$ cat src/rtl/pf_pkg.sv
// Shared types and constants for the prime factorizer.
`default_nettype none

package pf_pkg;

	localparam int FACTOR_BITS = 31;
	localparam int EXP_BITS    = 5;
	localparam logic [EXP_BITS-1:0] EXP_MAX = '1;
	localparam int OUT_W       = 40;

	typedef enum logic [2:0] {
		ST_IDLE,
		ST_START,
		ST_DIV,
		ST_CHECK,
		ST_PUSH,
		ST_TAIL,
		ST_LAST
	} state_t;

	typedef struct packed {
		logic in_ready;
		logic load;
		logic start_div;
		logic take_quot;
		logic push_factor;
		logic push_tail;
		logic advance_d;
		logic emit_last;
	} cmd_t;

	typedef struct packed {
		logic in_small;
		logic div_done;
		logic e_nz;
		logic d_gt_q;
		logic rem_zero;
		logic n_gt1;
		logic out_free;
		logic pend_valid;
	} stat_t;

endpackage

`default_nettype wire

$ cat src/rtl/prime_factorizer.sv
// Top level of the prime factorizer.
`default_nettype none

// Takes one positive integer per input transfer and returns its prime
// factorization as a run of output transfers, primes in ascending order,
// each with its multiplicity; tlast marks the final factor. An input of 1
// gives factor 1 exponent 1; an input of 0 gives factor 0 exponent 0 as an
// error marker. One item is worked at a time: s_tready is high only while
// the block is idle. Each trial divisor (2, then odd numbers while d*d
// does not exceed the cofactor) costs one pass of the shared bit-serial
// divider, setup and decision step included; each further division by a
// prime found costs another pass. The worst case at 31 bits is a large
// prime, roughly 23170 divisors. Results leave through a one-deep output
// register plus one held pending factor, so the search keeps running while
// a result waits.
module prime_factorizer #(
	parameter int VALUE_BITS = 31
) (
	input  wire logic                               clk,
	input  wire logic                               arst_n,
	input  wire logic                               s_tvalid,
	output logic                                    s_tready,
	// [VALUE_BITS-1:0] value, upper bits zero
	input  wire logic [((VALUE_BITS+7)/8)*8-1:0]    s_tdata,
	output logic                                    m_tvalid,
	input  wire logic                               m_tready,
	// [30:0] factor, [35:31] exponent, [39:36] zero
	output logic [pf_pkg::OUT_W-1:0]                m_tdata,
	output logic                                    m_tlast
);

	localparam int PAD_W = pf_pkg::OUT_W - pf_pkg::FACTOR_BITS - pf_pkg::EXP_BITS;

	pf_pkg::cmd_t  cmd;
	pf_pkg::stat_t stat;

	logic [pf_pkg::FACTOR_BITS-1:0] out_factor;
	logic [pf_pkg::EXP_BITS-1:0]    out_exp;

	pf_ctrl u_ctrl (
		.clk      (clk),
		.arst_n   (arst_n),
		.in_valid (s_tvalid),
		.stat     (stat),
		.cmd      (cmd)
	);

	pf_datapath #(.W(VALUE_BITS)) u_dp (
		.clk        (clk),
		.arst_n     (arst_n),
		.cmd        (cmd),
		.stat       (stat),
		.in_value   (s_tdata[VALUE_BITS-1:0]),
		.out_factor (out_factor),
		.out_exp    (out_exp),
		.out_last   (m_tlast),
		.out_valid  (m_tvalid),
		.out_ready  (m_tready)
	);

	assign s_tready = cmd.in_ready;
	assign m_tdata  = {{PAD_W{1'b0}}, out_exp, out_factor};

`ifndef ASSERT_OFF
	// one item at a time: ready drops right after an accepted transfer
	a_busy_after_accept: assert property (@(posedge clk) disable iff (!arst_n)
		s_tvalid && s_tready |=> !s_tready)
		else $error("input accepted twice in a row");

	// nothing may stay pending once the block is idle again
	a_idle_no_pending: assert property (@(posedge clk) disable iff (!arst_n)
		s_tready |-> !stat.pend_valid)
		else $error("pending factor left over at idle");

	// a zero exponent only ever pairs with the zero-input marker
	a_exp_nonzero: assert property (@(posedge clk) disable iff (!arst_n)
		m_tvalid |-> (m_tdata[35:31] != '0) || (m_tdata[30:0] == '0))
		else $error("zero exponent on a real factor");
`endif

endmodule

`default_nettype wire

$ cat src/rtl/pf_div.sv
// Restoring divider, one quotient bit per cycle.
`default_nettype none

module pf_div #(
	parameter int W = 31
) (
	input  wire logic         clk,
	input  wire logic         arst_n,
	input  wire logic         start,
	input  wire logic [W-1:0] dividend,
	input  wire logic [W-1:0] divisor,
	output logic      [W-1:0] quot,
	output logic      [W-1:0] rem,
	output logic              done
);

	localparam int CW = $clog2(W);

	logic [W-1:0]  rem_q;
	logic [W-1:0]  quo_q;
	logic [W-1:0]  dvs_q;
	logic [CW-1:0] cnt_q;
	logic          busy_q;
	logic          done_q;

	logic [W:0] trial;
	logic [W:0] diff;
	logic       fits;

	assign trial = {rem_q, quo_q[W-1]};
	assign diff  = trial - {1'b0, dvs_q};
	assign fits  = (trial >= {1'b0, dvs_q});

	always_ff @(posedge clk or negedge arst_n) begin
		if (!arst_n) begin
			busy_q <= 1'b0;
			done_q <= 1'b0;
			cnt_q  <= '0;
		end else begin
			done_q <= 1'b0;
			if (start) begin
				busy_q <= 1'b1;
				cnt_q  <= CW'(W - 1);
			end else if (busy_q) begin
				if (cnt_q == '0) begin
					busy_q <= 1'b0;
					done_q <= 1'b1;
				end else begin
					cnt_q <= cnt_q - 1'b1;
				end
			end
		end
	end

	always_ff @(posedge clk) begin
		if (start) begin
			rem_q <= '0;
			quo_q <= dividend;
			dvs_q <= divisor;
		end else if (busy_q) begin
			rem_q <= fits ? diff[W-1:0] : trial[W-1:0];
			quo_q <= {quo_q[W-2:0], fits};
		end
	end

	assign quot = quo_q;
	assign rem  = rem_q;
	assign done = done_q;

endmodule

`default_nettype wire

$ cat src/rtl/pf_datapath.sv
// Datapath: cofactor, trial divisor, exponent, pending factor and output register.
`default_nettype none

module pf_datapath #(
	parameter int W = 31
) (
	input  wire logic                             clk,
	input  wire logic                             arst_n,
	input  wire pf_pkg::cmd_t                     cmd,
	output pf_pkg::stat_t                         stat,
	input  wire logic [W-1:0]                     in_value,
	output logic      [pf_pkg::FACTOR_BITS-1:0]   out_factor,
	output logic      [pf_pkg::EXP_BITS-1:0]      out_exp,
	output logic                                  out_last,
	output logic                                  out_valid,
	input  wire logic                             out_ready
);

	logic [W-1:0] n_q;
	logic [W-1:0] d_q;
	logic [pf_pkg::EXP_BITS-1:0] e_q;
	logic [W-1:0] pf_q;
	logic [pf_pkg::EXP_BITS-1:0] pe_q;
	logic         pv_q;
	logic [pf_pkg::FACTOR_BITS-1:0] of_q;
	logic [pf_pkg::EXP_BITS-1:0]    oe_q;
	logic         ol_q;
	logic         ov_q;

	logic [W-1:0] quot;
	logic [W-1:0] rem;
	logic         div_done;
	logic         push;

	pf_div #(.W(W)) u_div (
		.clk      (clk),
		.arst_n   (arst_n),
		.start    (cmd.start_div),
		.dividend (n_q),
		.divisor  (d_q),
		.quot     (quot),
		.rem      (rem),
		.done     (div_done)
	);

	assign push = cmd.push_factor | cmd.push_tail;

	always_comb begin
		stat.in_small   = (in_value <= W'(1));
		stat.div_done   = div_done;
		stat.e_nz       = (e_q != '0);
		stat.d_gt_q     = (d_q > quot);
		stat.rem_zero   = (rem == '0);
		stat.n_gt1      = (n_q > W'(1));
		stat.out_free   = !ov_q || out_ready;
		stat.pend_valid = pv_q;
	end

	// control flags
	always_ff @(posedge clk or negedge arst_n) begin
		if (!arst_n) begin
			pv_q <= 1'b0;
			ov_q <= 1'b0;
		end else begin
			if (cmd.load)
				pv_q <= stat.in_small;
			else if (push)
				pv_q <= 1'b1;
			else if (cmd.emit_last)
				pv_q <= 1'b0;

			if ((push && pv_q) || cmd.emit_last)
				ov_q <= 1'b1;
			else if (out_ready)
				ov_q <= 1'b0;
		end
	end

	// payload
	always_ff @(posedge clk) begin
		if (cmd.load) begin
			n_q  <= in_value;
			d_q  <= W'(2);
			e_q  <= '0;
			pf_q <= in_value;
			pe_q <= pf_pkg::EXP_BITS'(in_value[0]);
		end else begin
			if (cmd.take_quot) begin
				n_q <= quot;
				if (e_q != pf_pkg::EXP_MAX)
					e_q <= e_q + 1'b1;
			end
			if (cmd.advance_d)
				d_q <= (d_q == W'(2)) ? W'(3) : d_q + W'(2);
			if (push) begin
				if (pv_q) begin
					of_q <= pf_pkg::FACTOR_BITS'(pf_q);
					oe_q <= pe_q;
					ol_q <= 1'b0;
				end
				pf_q <= cmd.push_tail ? n_q : d_q;
				pe_q <= cmd.push_tail ? pf_pkg::EXP_BITS'(1) : e_q;
				e_q  <= '0;
			end
			if (cmd.emit_last) begin
				of_q <= pf_pkg::FACTOR_BITS'(pf_q);
				oe_q <= pe_q;
				ol_q <= 1'b1;
			end
		end
	end

	assign out_factor = of_q;
	assign out_exp    = oe_q;
	assign out_last   = ol_q;
	assign out_valid  = ov_q;

endmodule

`default_nettype wire

$ cat src/rtl/pf_ctrl.sv
// Controller state machine for the trial-division loop.
`default_nettype none

module pf_ctrl (
	input  wire logic          clk,
	input  wire logic          arst_n,
	input  wire logic          in_valid,
	input  wire pf_pkg::stat_t stat,
	output pf_pkg::cmd_t       cmd
);

	pf_pkg::state_t state_q;
	pf_pkg::state_t state_nx;
	logic           can_push;

	assign can_push = stat.out_free || !stat.pend_valid;

	always_ff @(posedge clk or negedge arst_n) begin
		if (!arst_n)
			state_q <= pf_pkg::ST_IDLE;
		else
			state_q <= state_nx;
	end

	always_comb begin
		state_nx = state_q;
		case (state_q)
			pf_pkg::ST_IDLE: begin
				if (in_valid)
					state_nx = stat.in_small ? pf_pkg::ST_LAST : pf_pkg::ST_START;
			end
			pf_pkg::ST_START: state_nx = pf_pkg::ST_DIV;
			pf_pkg::ST_DIV: begin
				if (stat.div_done)
					state_nx = pf_pkg::ST_CHECK;
			end
			pf_pkg::ST_CHECK: begin
				if (!stat.e_nz && stat.d_gt_q)
					state_nx = pf_pkg::ST_TAIL;
				else if (stat.rem_zero)
					state_nx = pf_pkg::ST_START;
				else if (stat.e_nz)
					state_nx = pf_pkg::ST_PUSH;
				else
					state_nx = pf_pkg::ST_START;
			end
			pf_pkg::ST_PUSH: begin
				if (can_push)
					state_nx = pf_pkg::ST_START;
			end
			pf_pkg::ST_TAIL: begin
				if (!stat.n_gt1 || can_push)
					state_nx = pf_pkg::ST_LAST;
			end
			pf_pkg::ST_LAST: begin
				if (stat.out_free)
					state_nx = pf_pkg::ST_IDLE;
			end
			default: state_nx = pf_pkg::ST_IDLE;
		endcase
	end

	always_comb begin
		cmd = '0;
		case (state_q)
			pf_pkg::ST_IDLE: begin
				cmd.in_ready = 1'b1;
				cmd.load     = in_valid;
			end
			pf_pkg::ST_START: cmd.start_div = 1'b1;
			pf_pkg::ST_CHECK: begin
				if (!(!stat.e_nz && stat.d_gt_q)) begin
					if (stat.rem_zero)
						cmd.take_quot = 1'b1;
					else if (!stat.e_nz)
						cmd.advance_d = 1'b1;
				end
			end
			pf_pkg::ST_PUSH: begin
				cmd.push_factor = can_push;
				cmd.advance_d   = can_push;
			end
			pf_pkg::ST_TAIL: cmd.push_tail = stat.n_gt1 && can_push;
			pf_pkg::ST_LAST: cmd.emit_last = stat.out_free;
			default: cmd = '0;
		endcase
	end

endmodule

`default_nettype wire

$ cat config.mk
export PLATFORM = sky130hd
export DESIGN_NAME = prime_factorizer
export DESIGN_NICKNAME = d
export VERILOG_FILES = /design/src/rtl/pf_pkg.sv /design/src/rtl/prime_factorizer.sv /design/src/rtl/pf_div.sv /design/src/rtl/pf_datapath.sv /design/src/rtl/pf_ctrl.sv
export SDC_FILE = /design/constraint.sdc
export NUM_CORES = 1
export LEC_CHECK = 0
export ABC_CLOCK_PERIOD_IN_PS = 10000
export BUFFER_PORTS_ARGS = -buffer_cell sky130_fd_sc_hd__buf_2
export CAP_MARGIN = 20
export CORE_ASPECT_RATIO = 0.8
export CORE_MARGIN = 3
export CORE_UTILIZATION = 40
export CTS_BUF_LIST = sky130_fd_sc_hd__clkbuf_8
export CTS_CLUSTER_SIZE = 8
export DETAILED_ROUTE_END_ITERATION = 8
export HOLD_SLACK_MARGIN = 0.02
export MAX_ROUTING_LAYER = met4
export PLACE_DENSITY_LB_ADDON = 0.12
export SLEW_MARGIN = 15
export SYNTH_ARGS = -nofsm -noshare
export SYNTH_HDL_FRONTEND = slang
export SYNTH_SLANG_ARGS = --single-unit
$ cat constraint.sdc
create_clock -name clk -period 10 [get_ports clk]
set_clock_uncertainty 0.05 [all_clocks]
set_input_delay 2 -clock clk [delete_from_list [all_inputs] [get_ports clk]]
set_output_delay 2 -clock clk [all_outputs]
set_load 0.02 [all_outputs]
==> results of run 1 <==
[critical path, stage by stage (launching register included)]
cell and delay [ns]:
edfxtp_1 0.37, inv_1 0.11, ha_1 0.23, fa_1 0.40
nor2b_1 0.19, o31a_1 0.22, o211ai_1 0.14, a31oi_1 0.38
o21ai_0 0.32, nand3_1 0.22, and2_1 0.62, buf_4 0.37
mux2i_1 0.21, a21oi_1 0.08
[where the power goes]
| part | leakage (nW) | internal [mW] | total [mW] | switching (mW) |
|---|---|---|---|---|
| registers | 2.28 | 1.46 | 1.64 | 0.184 |
| logic | 3.10 | 0.735 | 1.89 | 1.16 |
| clock network | 0.451 | 0.431 | 0.843 | 0.412 |
[worst min path at each step]
| stage | end | cells past startpoint | start |
|---|---|---|---|
| 6_report | u_dp.out_factor[11]$_DFFE_PP_ | 0 | u_dp.pf_q[11]$_DFFE_PP_ |
| 5_1_grt | u_dp.out_factor[11]$_DFFE_PP_ | 0 | u_dp.pf_q[11]$_DFFE_PP_ |
| 4_1_cts | u_dp.out_factor[27]$_DFFE_PP_ | 0 | u_dp.pf_q[27]$_DFFE_PP_ |
| 3_5_place_dp | u_dp.out_factor[27]$_DFFE_PP_ | 0 | u_dp.pf_q[27]$_DFFE_PP_ |
| 3_3_place_gp | u_dp.out_factor[26]$_DFFE_PP_ | 0 | u_dp.pf_q[26]$_DFFE_PP_ |
| 2_1_floorplan | u_dp.out_exp[0]$_DFFE_PP_ | 0 | u_dp.pe_q[0]$_DFFE_PP_ |
[logic make-up (layout without fill, tap and decap cells)]
family	count (synthesis)	after routing	share of synthesized area, %
and+or+nand+nor	392	392	15.17
AOI/OAI and AO/OA	328	328	14.89
DFF	245	245	51.80
buffers and inverters	138	243	4.300
adders and majority gates	69	69	6.848
muxes	49	49	3.867
xor gates and xnor gates	45	45	3.099
other	1	4	0.02949
[sequential cells by signal (all words and copies together), names as in the netlist, 31 cells and up]
| signal | cells |
|---|---|
| u_dp.u_div.rem | 31 |
| u_dp.out_factor | 31 |
| u_dp.u_div.quot | 31 |
| u_dp.u_div.dvs_q | 31 |
| u_dp.d_q | 31 |
| u_dp.pf_q | 31 |
| u_dp.n_q | 31 |
[metrics by stage]
step	hold WS, ns	power [mW]	instances	area, um^2
2_1_floorplan	0.3503	3.068	1270	12730
3_3_place_gp	0.3518	3.528	1714	13490
3_5_place_dp	0.3545	3.551	1714	13490
4_1_cts	0.3636	4.419	1788	14250
5_1_grt	0.3720	4.758	1788	14250
6_report	0.3648	4.379	1788	14250
[layout make-up]
class                           instances  area share [%]
Sequential cell                       245           46.22
Multi-Input combinational cell        887           39.39
Clock buffer                           47           4.539
Tap cell                              413           3.626
Timing Repair Buffer                   85           3.196
Inverter                               84           2.212
Clock inverter                         27          0.8253
[cell usage after synthesis, drive strengths merged, types with 3 or more instances]
| master | number | area, um^2 |
|---|---|---|
| edfxtp | 162 | 4865 |
| nand3b | 5 | 50.05 |
| and3 | 9 | 56.30 |
| nor2 | 75 | 281.5 |
| o21a | 12 | 90.09 |
| xor2 | 9 | 78.83 |
| o211ai | 10 | 75.07 |
| nor3 | 20 | 100.1 |
| nand2b | 8 | 50.05 |
| nor3b | 3 | 22.52 |
| nand3 | 28 | 140.1 |
| inv | 84 | 315.3 |
| and2 | 8 | 50.05 |
| nor4b | 4 | 47.55 |
| a22o | 3 | 26.28 |
| or4 | 3 | 22.52 |
| nand2 | 138 | 518.0 |
| o21bai | 8 | 60.06 |
| a21oi | 69 | 345.3 |
| o21ai | 163 | 815.8 |
| dfxtp | 71 | 1421 |
| o31a | 3 | 26.28 |
| buf | 15 | 85.08 |
| nor2b | 9 | 56.30 |
| xnor2 | 36 | 315.3 |
| dfrtp | 12 | 300.3 |
| and4 | 3 | 26.28 |
| or3 | 14 | 87.58 |
| or2 | 4 | 27.53 |
| nor4 | 34 | 212.7 |
| a31oi | 17 | 106.4 |
| nand4 | 23 | 143.9 |
| clkbuf | 39 | 146.4 |
| mux2i | 48 | 480.5 |
| a21o | 11 | 82.58 |
| ha | 68 | 850.8 |
| a211oi | 10 | 75.07 |
| o31ai | 3 | 22.52 |
[layer usage]
layer | up-vias | global-route usage, % | wire (um)
li1 | 4800 | - | -
met1 | 4577 | 29.51 | 16790
met2 | 209 | 27.87 | 13280
met3 | 44 | 3.665 | 1684
met4 | 0 | 4.626 | 554
met5 | - | - | 0
==> summary.md, run 1 <==
| Metric | Value |
|---|---|
| Status | completed |
| Slew at the pin with the worst max-slew slack | 0.9312 ns |
| Layout area overhead | 12.07% |
| Die width | about 210 um |
| Std-Cell Rows | 57 |
| Vias in the first global route | between 9k and 10k |
| CP required | approximately 10 ns |
| CP Capture Type | register |
| IO Pins | 79 |
| Worst min path class | register to register |
| Cell Area, Synth | 0.01272 mm^2 |
| DRC viols | 0 |
| Max-slew headroom | 37.92% |
| Sum Neg Setup Slack | 0 ns |
| Crit path DAT | between 4 and 5 ns |
| Syn Area/Cell | around 10 um^2 |
| Yosys reg bits | ~250 |
| Sequential area share after synthesis | between 50 and 60% |
| CTS sink count | between 200 and 250 |
| Multi-input combinational cell area | 0.005613 mm^2 |
| First-pass GRT wire length | roughly 51000 um |
| Fin nets | between 1k and 1.5k |
| Startpoint types | register |
| EDFF count, synth | 162 |
| VDD IR max | 0.1409 mV |
| Core area | ~0.031 mm^2 |
| Post-Route WL | ~32000 um |
| Final Max Tran Viols | 0 |
| Netlist cell types | 64 |
| Post-CTS Setup Repair Bufs | 0 |
| Crit Path Class | register to register |
| GRT overflow | 0 |
| Fmax | 0.2441 GHz |
| Die Ht | 165.5 um |
| DP HPWL | about 23000 um |
| Drt wl/cell | roughly 18 um |
| Max FO, Critical Path | 14 |
| Setup ws final | 5.904 ns |
| Port bufs | 73 |
| Clk root buf | clkbuf_8 |
| FF-to-FF End | u_dp.u_div.rem[24]$_SDFFE_PP0P_ |
| Share of layout cells above drive strength 1 | 11.27% |
| Initial antenna violation count | 0 |
| FF-to-FF setup slack | 5.90 ns |
| H-tree depth | 2 |
| R2R cell count | 13 |
| Largest net degree at the start of global routing | 94 |
| Sequential Area | about 0.0066 mm^2 |
| Worst setup path startpoint | u_dp.u_div.quot[30]$_DFFE_PP_ |
| CTS tree | built |
| Antenna Nets Post-Route | 0 |
| GPL Wtd Cong | 0.8614 |
| Lkg Pwr | ~5.8 nW |
| FFs w/ async S/R, synth | ~4.9% |
| R2R Path Start | u_dp.u_div.quot[30]$_DFFE_PP_ |
| Initial DRT Pass Iterations | 5 |
| Die ar. | approximately 0.034 mm^2 |
| Initial DRC Count | 604 |
| Pre-CTS setup slack | approximately 5.5 ns |
| Starting density of the core | 41.27% |
| Post-Synthesis Cells | around 1.3k |
| Pwr/cell area | just over 300 mW/mm^2 |
| Fillers | just under 3k |
| Ys flop type | edfxtp_1 |
| Vias per cell | between 5 and 6 |
| Worst-skew pair later-pin latency | between 0.5 and 0.6 ns |
| Critical Path Sink | u_dp.u_div.rem[24]$_SDFFE_PP0P_ |
| Period utilization | between 40% and 50% |
| Routed vias | between 9k and 10k |
| Fin. Hold Viols | 0 |
| Clk pin slew, worst setup/hold paths | 0.06 ns |
| YS warnings | 0 |
| Post-CTS Hold Buffers | 0 |
| Finish-stage setup viols | 0 |
| ANT cells | 0 |
| Max Cap Viol | 0 |
| CTS Buf Count | 41 |
| RSZ-0062 raised after global routing | false |
| Final core utilization | between 40% and 50% |
| Total GRT Usage | between 10% and 20% |
| PostCTS Resize Cnt | 0 |
| Clk buf depth | 3 |
| Most frequent cells in the layout | o21ai_0 (162), edfxtp_1 (162), nand2_1 (137) |
| Fin crit period | 4.096 ns |
No activity file was read; power rests on OpenSTA's default activity.
==> inputs of run 2 (changes only) <==
- ABC_CLOCK_PERIOD_IN_PS: 10000 -> 3800
- clock period: 10 -> 3.8 ns (I/O delays scaled with it)
==> run 2 against run 1 <==
Net effect:
- setup slack got worse by 5.6 ns
- clock-buffer cell count rose by 2
- final area rose by 2.4%
- flip-flop and latch count did not move
- first-iteration DRC count rose by 2.0%
- routed wire length rose by 3.1%
- core utilization rose by 1.1 points
- via count rose by 2.6%
==> summary.md, run 2 (same netlist as run 1, synthesis figures left out) <==
| Metric | Value |
|---|---|
| Status | completed (unchanged) |
| Max FO, Critical Path | 17 (was 14) |
| Die Ht | 165.5 um (unchanged) |
| Startpoint types | register (unchanged) |
| Flop pwr share | 36.8% (was 37.5%) |
| H-tree depth | 2 (unchanged) |
| Met3 Routed Length | 1598 um (was 1684 um) |
| Post-CTS Setup Repair Bufs | 0 (unchanged) |
| Slew at the pin with the worst max-slew slack | 0.7086 ns (was 0.9312 ns) |
| Routed vias | 9877 (was 9630) |
| Lkg Pwr | 6.062 nW (was 5.831 nW) |
| First-pass GRT wire length | 53860 um (was 51410 um) |
| Design area | 0.01460 mm^2 (was 0.01425 mm^2) |
| Fmax | 0.2824 GHz (was 0.2441 GHz) |
| Vias in the first global route | 9569 (was 9175) |
| GPL Wtd Cong | 0.8660 (was 0.8614) |
| Total power | 11.71 mW (was 4.379 mW) |
| Die width | 205.3 um (unchanged) |
| Fin. Hold Viols | 0 (unchanged) |
| Largest net degree at the start of global routing | 60 (was 94) |
| Most frequent cells in the layout | o21ai_0 (162), edfxtp_1 (162), nand2_1 (137) (unchanged) |
| Clk root buf | clkbuf_8 (unchanged) |
| Crit path largest cell delay | 0.60 ns (was 0.62 ns) |
| Vias per cell | 5.400 (was 5.386) |
| VDD IR max | 0.2970 mV (was 0.1409 mV) |
| Fin crit period | 3.542 ns (was 4.096 ns) |
| Power Internal | 7.032 mW (was 2.623 mW) |
| Worst Path Buf+Inv | 1 (was 2) |
| Std-Cell Rows | 57 (unchanged) |
| Initial antenna violation count | 0 (unchanged) |
| IO Pins | 79 (unchanged) |
| CTS sink count | 245 (unchanged) |
| CTS Buf Count | 42 (was 41) |
| CTS tree | built (unchanged) |
| P_sw | 4.681 mW (was 1.756 mW) |
| Drt wl/cell | 18.21 um (was 18.07 um) |
| Critical-path cell list | inv_1 -> ha_1 -> and4_1 -> nand4_1 -> or4_1 -> nand3b_4 -> a32o_1 -> a31o_2 -> nand3b_1 -> or3_1 -> a21oi_1 (was inv_1 -> ha_1 -> fa_1 -> nor2b_1 -> o31a_1 -> o211ai_1 -> a31oi_1 -> o21ai_0 -> nand3_1 -> and2_1 -> buf_4 -> mux2i_1 -> a21oi_1) |
| Share of layout cells above drive strength 1 | 13.63% (was 11.27%) |
| Max Cap Viol | 0 (unchanged) |
| M1 WL | 16910 um (was 16790 um) |
| Period utilization | 93.20% (was 40.96%) |
| Initial DRC Count | 616 (was 604) |
| Starting density of the core | 41.27% (unchanged) |
| CP delay by family, top | simple AND/OR/NAND/NOR gates (was compound AO/OA/AOI/OAI gates) |
| Core area | 0.03081 mm^2 (unchanged) |
| Antenna Nets Post-Route | 0 (unchanged) |
| ANT cells | 0 (unchanged) |
| RSZ-0062 raised after global routing | false (unchanged) |
| Worst-skew pair later-pin latency | 0.56 ns (about the same) |
| Clk buf depth | 3 (unchanged) |
| Worst min path class | register to register (unchanged) |
| DR WL met2 | 14070 um (was 13280 um) |
| Pwr/cell area | 802.5 mW/mm^2 (was 307.2 mW/mm^2) |
| GRT overflow | 0 (unchanged) |
| CP required | 4.24 ns (was 10.34 ns) |
| Top Layer Used | met4 (unchanged) |
| Comb power frac | 43.9% (was 43.3%) |
| Die ar. | 0.03398 mm^2 (unchanged) |
| DP HPWL | 24190 um (was 22620 um) |
| Crit Path Class | register to register (unchanged) |
| CP Capture Type | register (unchanged) |
| Clock power frac | 19.3% (about the same) |
| Max-slew headroom | 51.54% (was 37.92%) |
| DRC viols | 0 (unchanged) |
| Total GRT Usage | 20.77% (was 19.79%) |
| Fin nets | 1487 (was 1449) |
| Post-Route WL | 33300 um (was 32300 um) |
| Layout area overhead | 14.79% (was 12.07%) |
| Slowest stage cell, crit path | or4_1 (was and2_1) |
| Placed instance area | 0.01379 mm^2 (was 0.01349 mm^2) |
| Clk pin slew, worst setup/hold paths | 0.06 ns (about the same) |
| Sum Neg Setup Slack | 0 ns (unchanged) |
| Switching Share | 39.96% (was 40.10%) |
| Initial DRT Pass Iterations | 5 (unchanged) |
| Crit path DAT | 3.98 ns (was 4.44 ns) |
| Finish-stage setup viols | 0 (unchanged) |
| Final Max Tran Viols | 0 (unchanged) |
| Port bufs | 73 (unchanged) |
## run 2: cell types whose count changed in the layout (fill, tap and decap cells not counted), sizes merged
cell / delta
buf: +36
clkbuf: +2
clkinv: -1
clkinvlp: +1
dlygate4sd3: +1
inv: +2
## run 2: stage by stage
stage / cells / utilization [%] / worst slack [ns] / hold slack, ns
floorplan: 1270 / - / 0.4158 / 0.3503
finish: 1829 / 47.38 / 0.2583 / 0.3561
global route: 1829 / 47.38 / 0.08963 / 0.3653
CTS: 1829 / 47.38 / 0.3101 / 0.3538
global placement: 1750 / 44.77 / 0.3515 / 0.3514
detailed placement: 1750 / 44.77 / 0.3396 / 0.3545
## run 2: repair_timing
| item | CTS | global route |
|---|---|---|
| hold buffers | 1 | 0 |
| gates resized for setup | 0 | 0 |
| hold endpoints to repair | 12 | 0 |
## run 2: worst reg2reg max path, cell delays in order, from the launching register on
cell	delay, ns
edfxtp_1	0.32
inv_1	0.07
ha_1	0.29
and4_1	0.22
nand4_1	0.16
or4_1	0.60
nand3b_4	0.22
a32o_1	0.26
a31o_2	0.35
nand3b_1	0.37
or3_1	0.42
a21oi_1	0.14
## run 2: power groups by stage
stage / clock network, mW / logic, mW / registers, mW
5_1_grt: 2.47 / 5.85 / 4.40
4_1_cts: 2.34 / 5.14 / 4.31
2_1_floorplan: 0 / 3.84 / 4.24
3_3_place_gp: 0 / 5.05 / 4.35
6_report: 2.26 / 5.14 / 4.31
3_5_place_dp: 0 / 5.10 / 4.36
## run 2: path summary, 6_finish.rpt
| check | from | cells after the start | slack, ns | to |
|---|---|---|---|---|
| setup reg to reg | u_dp.u_div.quot[27]$_DFFE_PP_ | 11 | 0.26 | u_dp.d_q[9]$_SDFFE_PP0P_ |
| min in group asynchronous | arst_n | 2 | 0.57 | u_dp.u_div.done$_DFF_PN0_ |
| setup / recovery | u_dp.u_div.quot[27]$_DFFE_PP_ | 11 | 0.26 | u_dp.d_q[9]$_SDFFE_PP0P_ |
| hold reg to reg | u_dp.pf_q[17]$_DFFE_PP_ | 0 | 0.36 | u_dp.out_factor[17]$_DFFE_PP_ |
| hold / removal | u_dp.pf_q[17]$_DFFE_PP_ | 0 | 0.36 | u_dp.out_factor[17]$_DFFE_PP_ |
| max in group asynchronous | arst_n | 2 | 2.89 | u_dp.u_div.cnt_q[2]$_DFFE_PN0P_ |
## run 2: area by class of cell
class / count / area (um^2)
Clock buffer: 49 / 674.4
Clock inverter: 29 / 117.6
Fill cell: 2970 / 16210
Inverter: 84 / 315.3
Multi-Input combinational cell: 887 / 5613
Sequential cell: 245 / 6586
Tap cell: 413 / 516.7
Timing Repair Buffer: 122 / 773.2
## run 2: layer usage
layer,global-route usage (%),vias up
li1,-,4866
met1,30.27,4744
met2,29.96,221
met3,3.547,46
met4,5.619,0
met5,-,-
==> inputs of run 3 (changes only) <==
- CORE_MARGIN: 3 -> not set
==> run 3 against run 2 <==
Net effect:
- hold slack worse by 0.31 ns
- non-clock buffer count is 2 lower
- global-route usage increased by 0.55 points
- core utilization fell by 0.28 points
==> summary.md, run 3 (same netlist as run 1, synthesis figures left out) <==
| Metric | Value |
|---|---|
| Clk buf depth | 3 (unchanged) |
| Fin. Hold Viols | 0 (unchanged) |
| Fin nets | 1485 (was 1487) |
| P_sw | 4.702 mW (was 4.681 mW) |
| Comb power frac | 44.3% (was 43.9%) |
| Placed insts | 1749 (was 1750) |
| Max Cap Viol | 0 (unchanged) |
| Status | completed (unchanged) |
| Worst min path class | input port to asynchronous set/reset pin (was register to register) |
| Starting density of the core | 41.27% (unchanged) |
| CP required | 4.18 ns (was 4.24 ns) |
| Max FO, Critical Path | 14 (was 17) |
| PostCTS Resize Cnt | 0 (unchanged) |
| Startpoint types | register (unchanged) |
| Sequential Area | 0.006586 mm^2 (unchanged) |
| Most frequent cells in the layout | o21ai_0 (162), edfxtp_1 (162), nand2_1 (137) (unchanged) |
| Initial antenna violation count | 0 (unchanged) |
| Lkg Pwr | 6.011 nW (was 6.062 nW) |
| Clk pin slew, worst setup/hold paths | 0.06 ns (about the same) |
| GRT overflow | 0 (unchanged) |
| Critical-path cell list | inv_1 -> ha_1 -> fa_1 -> nor2b_1 -> o31a_1 -> o211ai_1 -> a31oi_1 -> o21ai_0 -> nand3_1 -> and2_1 -> buf_4 -> o311a_1 -> o31a_1 (was inv_1 -> ha_1 -> and4_1 -> nand4_1 -> or4_1 -> nand3b_4 -> a32o_1 -> a31o_2 -> nand3b_1 -> or3_1 -> a21oi_1) |
| CTS Buf Count | 42 (unchanged) |
| Slew at the pin with the worst max-slew slack | 0.7638 ns (was 0.7086 ns) |
| Antenna Nets Post-Route | 0 (unchanged) |
| Flop pwr share | 37.2% (was 36.8%) |
| Std-Cell Rows | 57 (unchanged) |
| DRC viols | 0 (unchanged) |
| CTS sink count | 245 (unchanged) |
| Total GRT Usage | 21.33% (was 20.77%) |
| Initial DRC Count | 730 (was 616) |
| FF-to-FF setup slack | 0.26 ns (about the same) |
| Post-Route WL | 33640 um (was 33300 um) |
| Core area | 0.03081 mm^2 (unchanged) |
| Switching Share | 40.48% (was 39.96%) |
| Die ar. | 0.03251 mm^2 (was 0.03398 mm^2) |
| Post-CTS Setup Repair Bufs | 0 (unchanged) |
| Post-CTS Hold Buffers | 0 (was 1) |
| Clock power frac | 18.5% (was 19.3%) |
| Final Max Tran Viols | 0 (unchanged) |
| Routed vias | 9931 (was 9877) |
| Die width | 201.3 um (was 205.3 um) |
| CP Capture Type | register (unchanged) |
| H-tree depth | 2 (unchanged) |
| Pwr/cell area | 800.7 mW/mm^2 (was 802.5 mW/mm^2) |
| Worst Path Buf+Inv | 2 (was 1) |
| Share of layout cells above drive strength 1 | 13.24% (was 13.63%) |
| Final non-filler cell total | 1825 (was 1829) |
| CTS tree | built (unchanged) |
| First-pass GRT wire length | 52590 um (was 53860 um) |
| Fmax | 0.2822 GHz (was 0.2824 GHz) |
| Crit path largest cell delay | 0.55 ns (was 0.60 ns) |
| VDD IR max | 0.3575 mV (was 0.2970 mV) |
| Cell seen most often among critical-path stages | o31a_1 |
| Max-slew headroom | 49.00% (was 51.54%) |
| Hold_ws | 0.04577 ns (was 0.3561 ns) |
| Initial DRT Pass Iterations | 5 (unchanged) |
| RSZ-0062 raised after global routing | false (unchanged) |
| Period utilization | 93.24% (was 93.20%) |
| Vias per cell | 5.442 (was 5.400) |
| Drt wl/cell | 18.43 um (was 18.21 um) |
| Crit Path Class | register to register (unchanged) |
| Crit path DAT | 3.93 ns (was 3.98 ns) |
| Fin crit period | 3.543 ns (was 3.542 ns) |
| CP delay by family, top | compound AO/OA/AOI/OAI gates (was simple AND/OR/NAND/NOR gates) |
| DP HPWL | 24090 um (was 24190 um) |
| Finish-stage setup viols | 0 (unchanged) |
| GPL Wtd Cong | 0.8907 (was 0.8660) |
| Power Internal | 6.915 mW (was 7.032 mW) |
| Clk root buf | clkbuf_8 (unchanged) |
| Worst-skew pair later-pin latency | 0.56 ns (about the same) |
| Die Ht | 161.5 um (was 165.5 um) |
| Slowest stage cell, crit path | o21ai_0 (was or4_1) |
| ANT cells | 0 (unchanged) |
| Fillers | 2969 (was 2970) |
| Sum Neg Setup Slack | 0 ns (unchanged) |
| IO Pins | 79 (unchanged) |
| Vias in the first global route | 9278 (was 9569) |
| Port bufs | 73 (unchanged) |
| Layout area overhead | 14.10% (was 14.79%) |
| Multi-input combinational cell area | 0.005613 mm^2 (unchanged) |
| Largest net degree at the start of global routing | 62 (was 60) |
run 3: cell count changes in the layout (fill, tap and decap cells not counted), sizes merged:
cell / change
clkbuf: -5
clkinv: +5
inv: -2
buf: -1
dlygate4sd3: -1
run 3: path summary, 6_finish.rpt:
kind | from | to | cells after the start
hold reg to reg | u_dp.pf_q[28]$_DFFE_PP_ | u_dp.out_factor[28]$_DFFE_PP_ | 0
setup / recovery | u_dp.u_div.quot[30]$_DFFE_PP_ | u_dp.u_div.rem[27]$_SDFFE_PP0P_ | 13
max in group asynchronous | arst_n | u_dp.u_div.cnt_q[2]$_DFFE_PN0P_ | 1
hold / removal | arst_n | u_ctrl.state_q[2]$_DFFE_PN0P_ | 1
min in group clk | u_dp.pf_q[28]$_DFFE_PP_ | u_dp.out_factor[28]$_DFFE_PP_ | 0
setup reg to reg | u_dp.u_div.quot[30]$_DFFE_PP_ | u_dp.u_div.rem[27]$_SDFFE_PP0P_ | 13
run 3: power by group through the flow:
stage | Combinational, mW | Clock (mW) | Sequential (mW)
floorplan | 3.84 | 0 | 4.24
global placement | 5.03 | 0 | 4.35
detailed placement | 5.09 | 0 | 4.36
CTS | 5.13 | 2.21 | 4.32
global route | 5.79 | 2.32 | 4.41
finish | 5.15 | 2.15 | 4.32
run 3: final cells by class:
cell class | instances | share of cell area, %
flip-flops and latches | 245 | 45.40
multi-input cells | 887 | 38.69
repair buffers | 120 | 5.122
clock buffers | 44 | 4.174
well taps | 413 | 3.562
inverters | 84 | 2.173
clock inverters | 32 | 0.8882
run 3: metal layers:
metal	vias to the layer above	track usage, %	part of all wire [%]
met3	50	3.087	4.3
met5	-	-	0
li1	4869	-	-
met1	4796	31.36	51
met4	0	5.682	2.0
met2	216	30.44	42
run 3: per-stage QoR:
stage | total power, mW | setup WS, ns | area (um^2) | utilization (%)
2_1_floorplan | 8.073 | 0.4158 | 12730 | -
3_3_place_gp | 9.386 | 0.3540 | 13770 | 44.71
3_5_place_dp | 9.457 | 0.3321 | 13770 | 44.71
4_1_cts | 11.66 | 0.3096 | 14510 | 47.09
5_1_grt | 12.52 | 0.008028 | 14510 | 47.09
6_report | 11.62 | 0.2568 | 14510 | 47.09
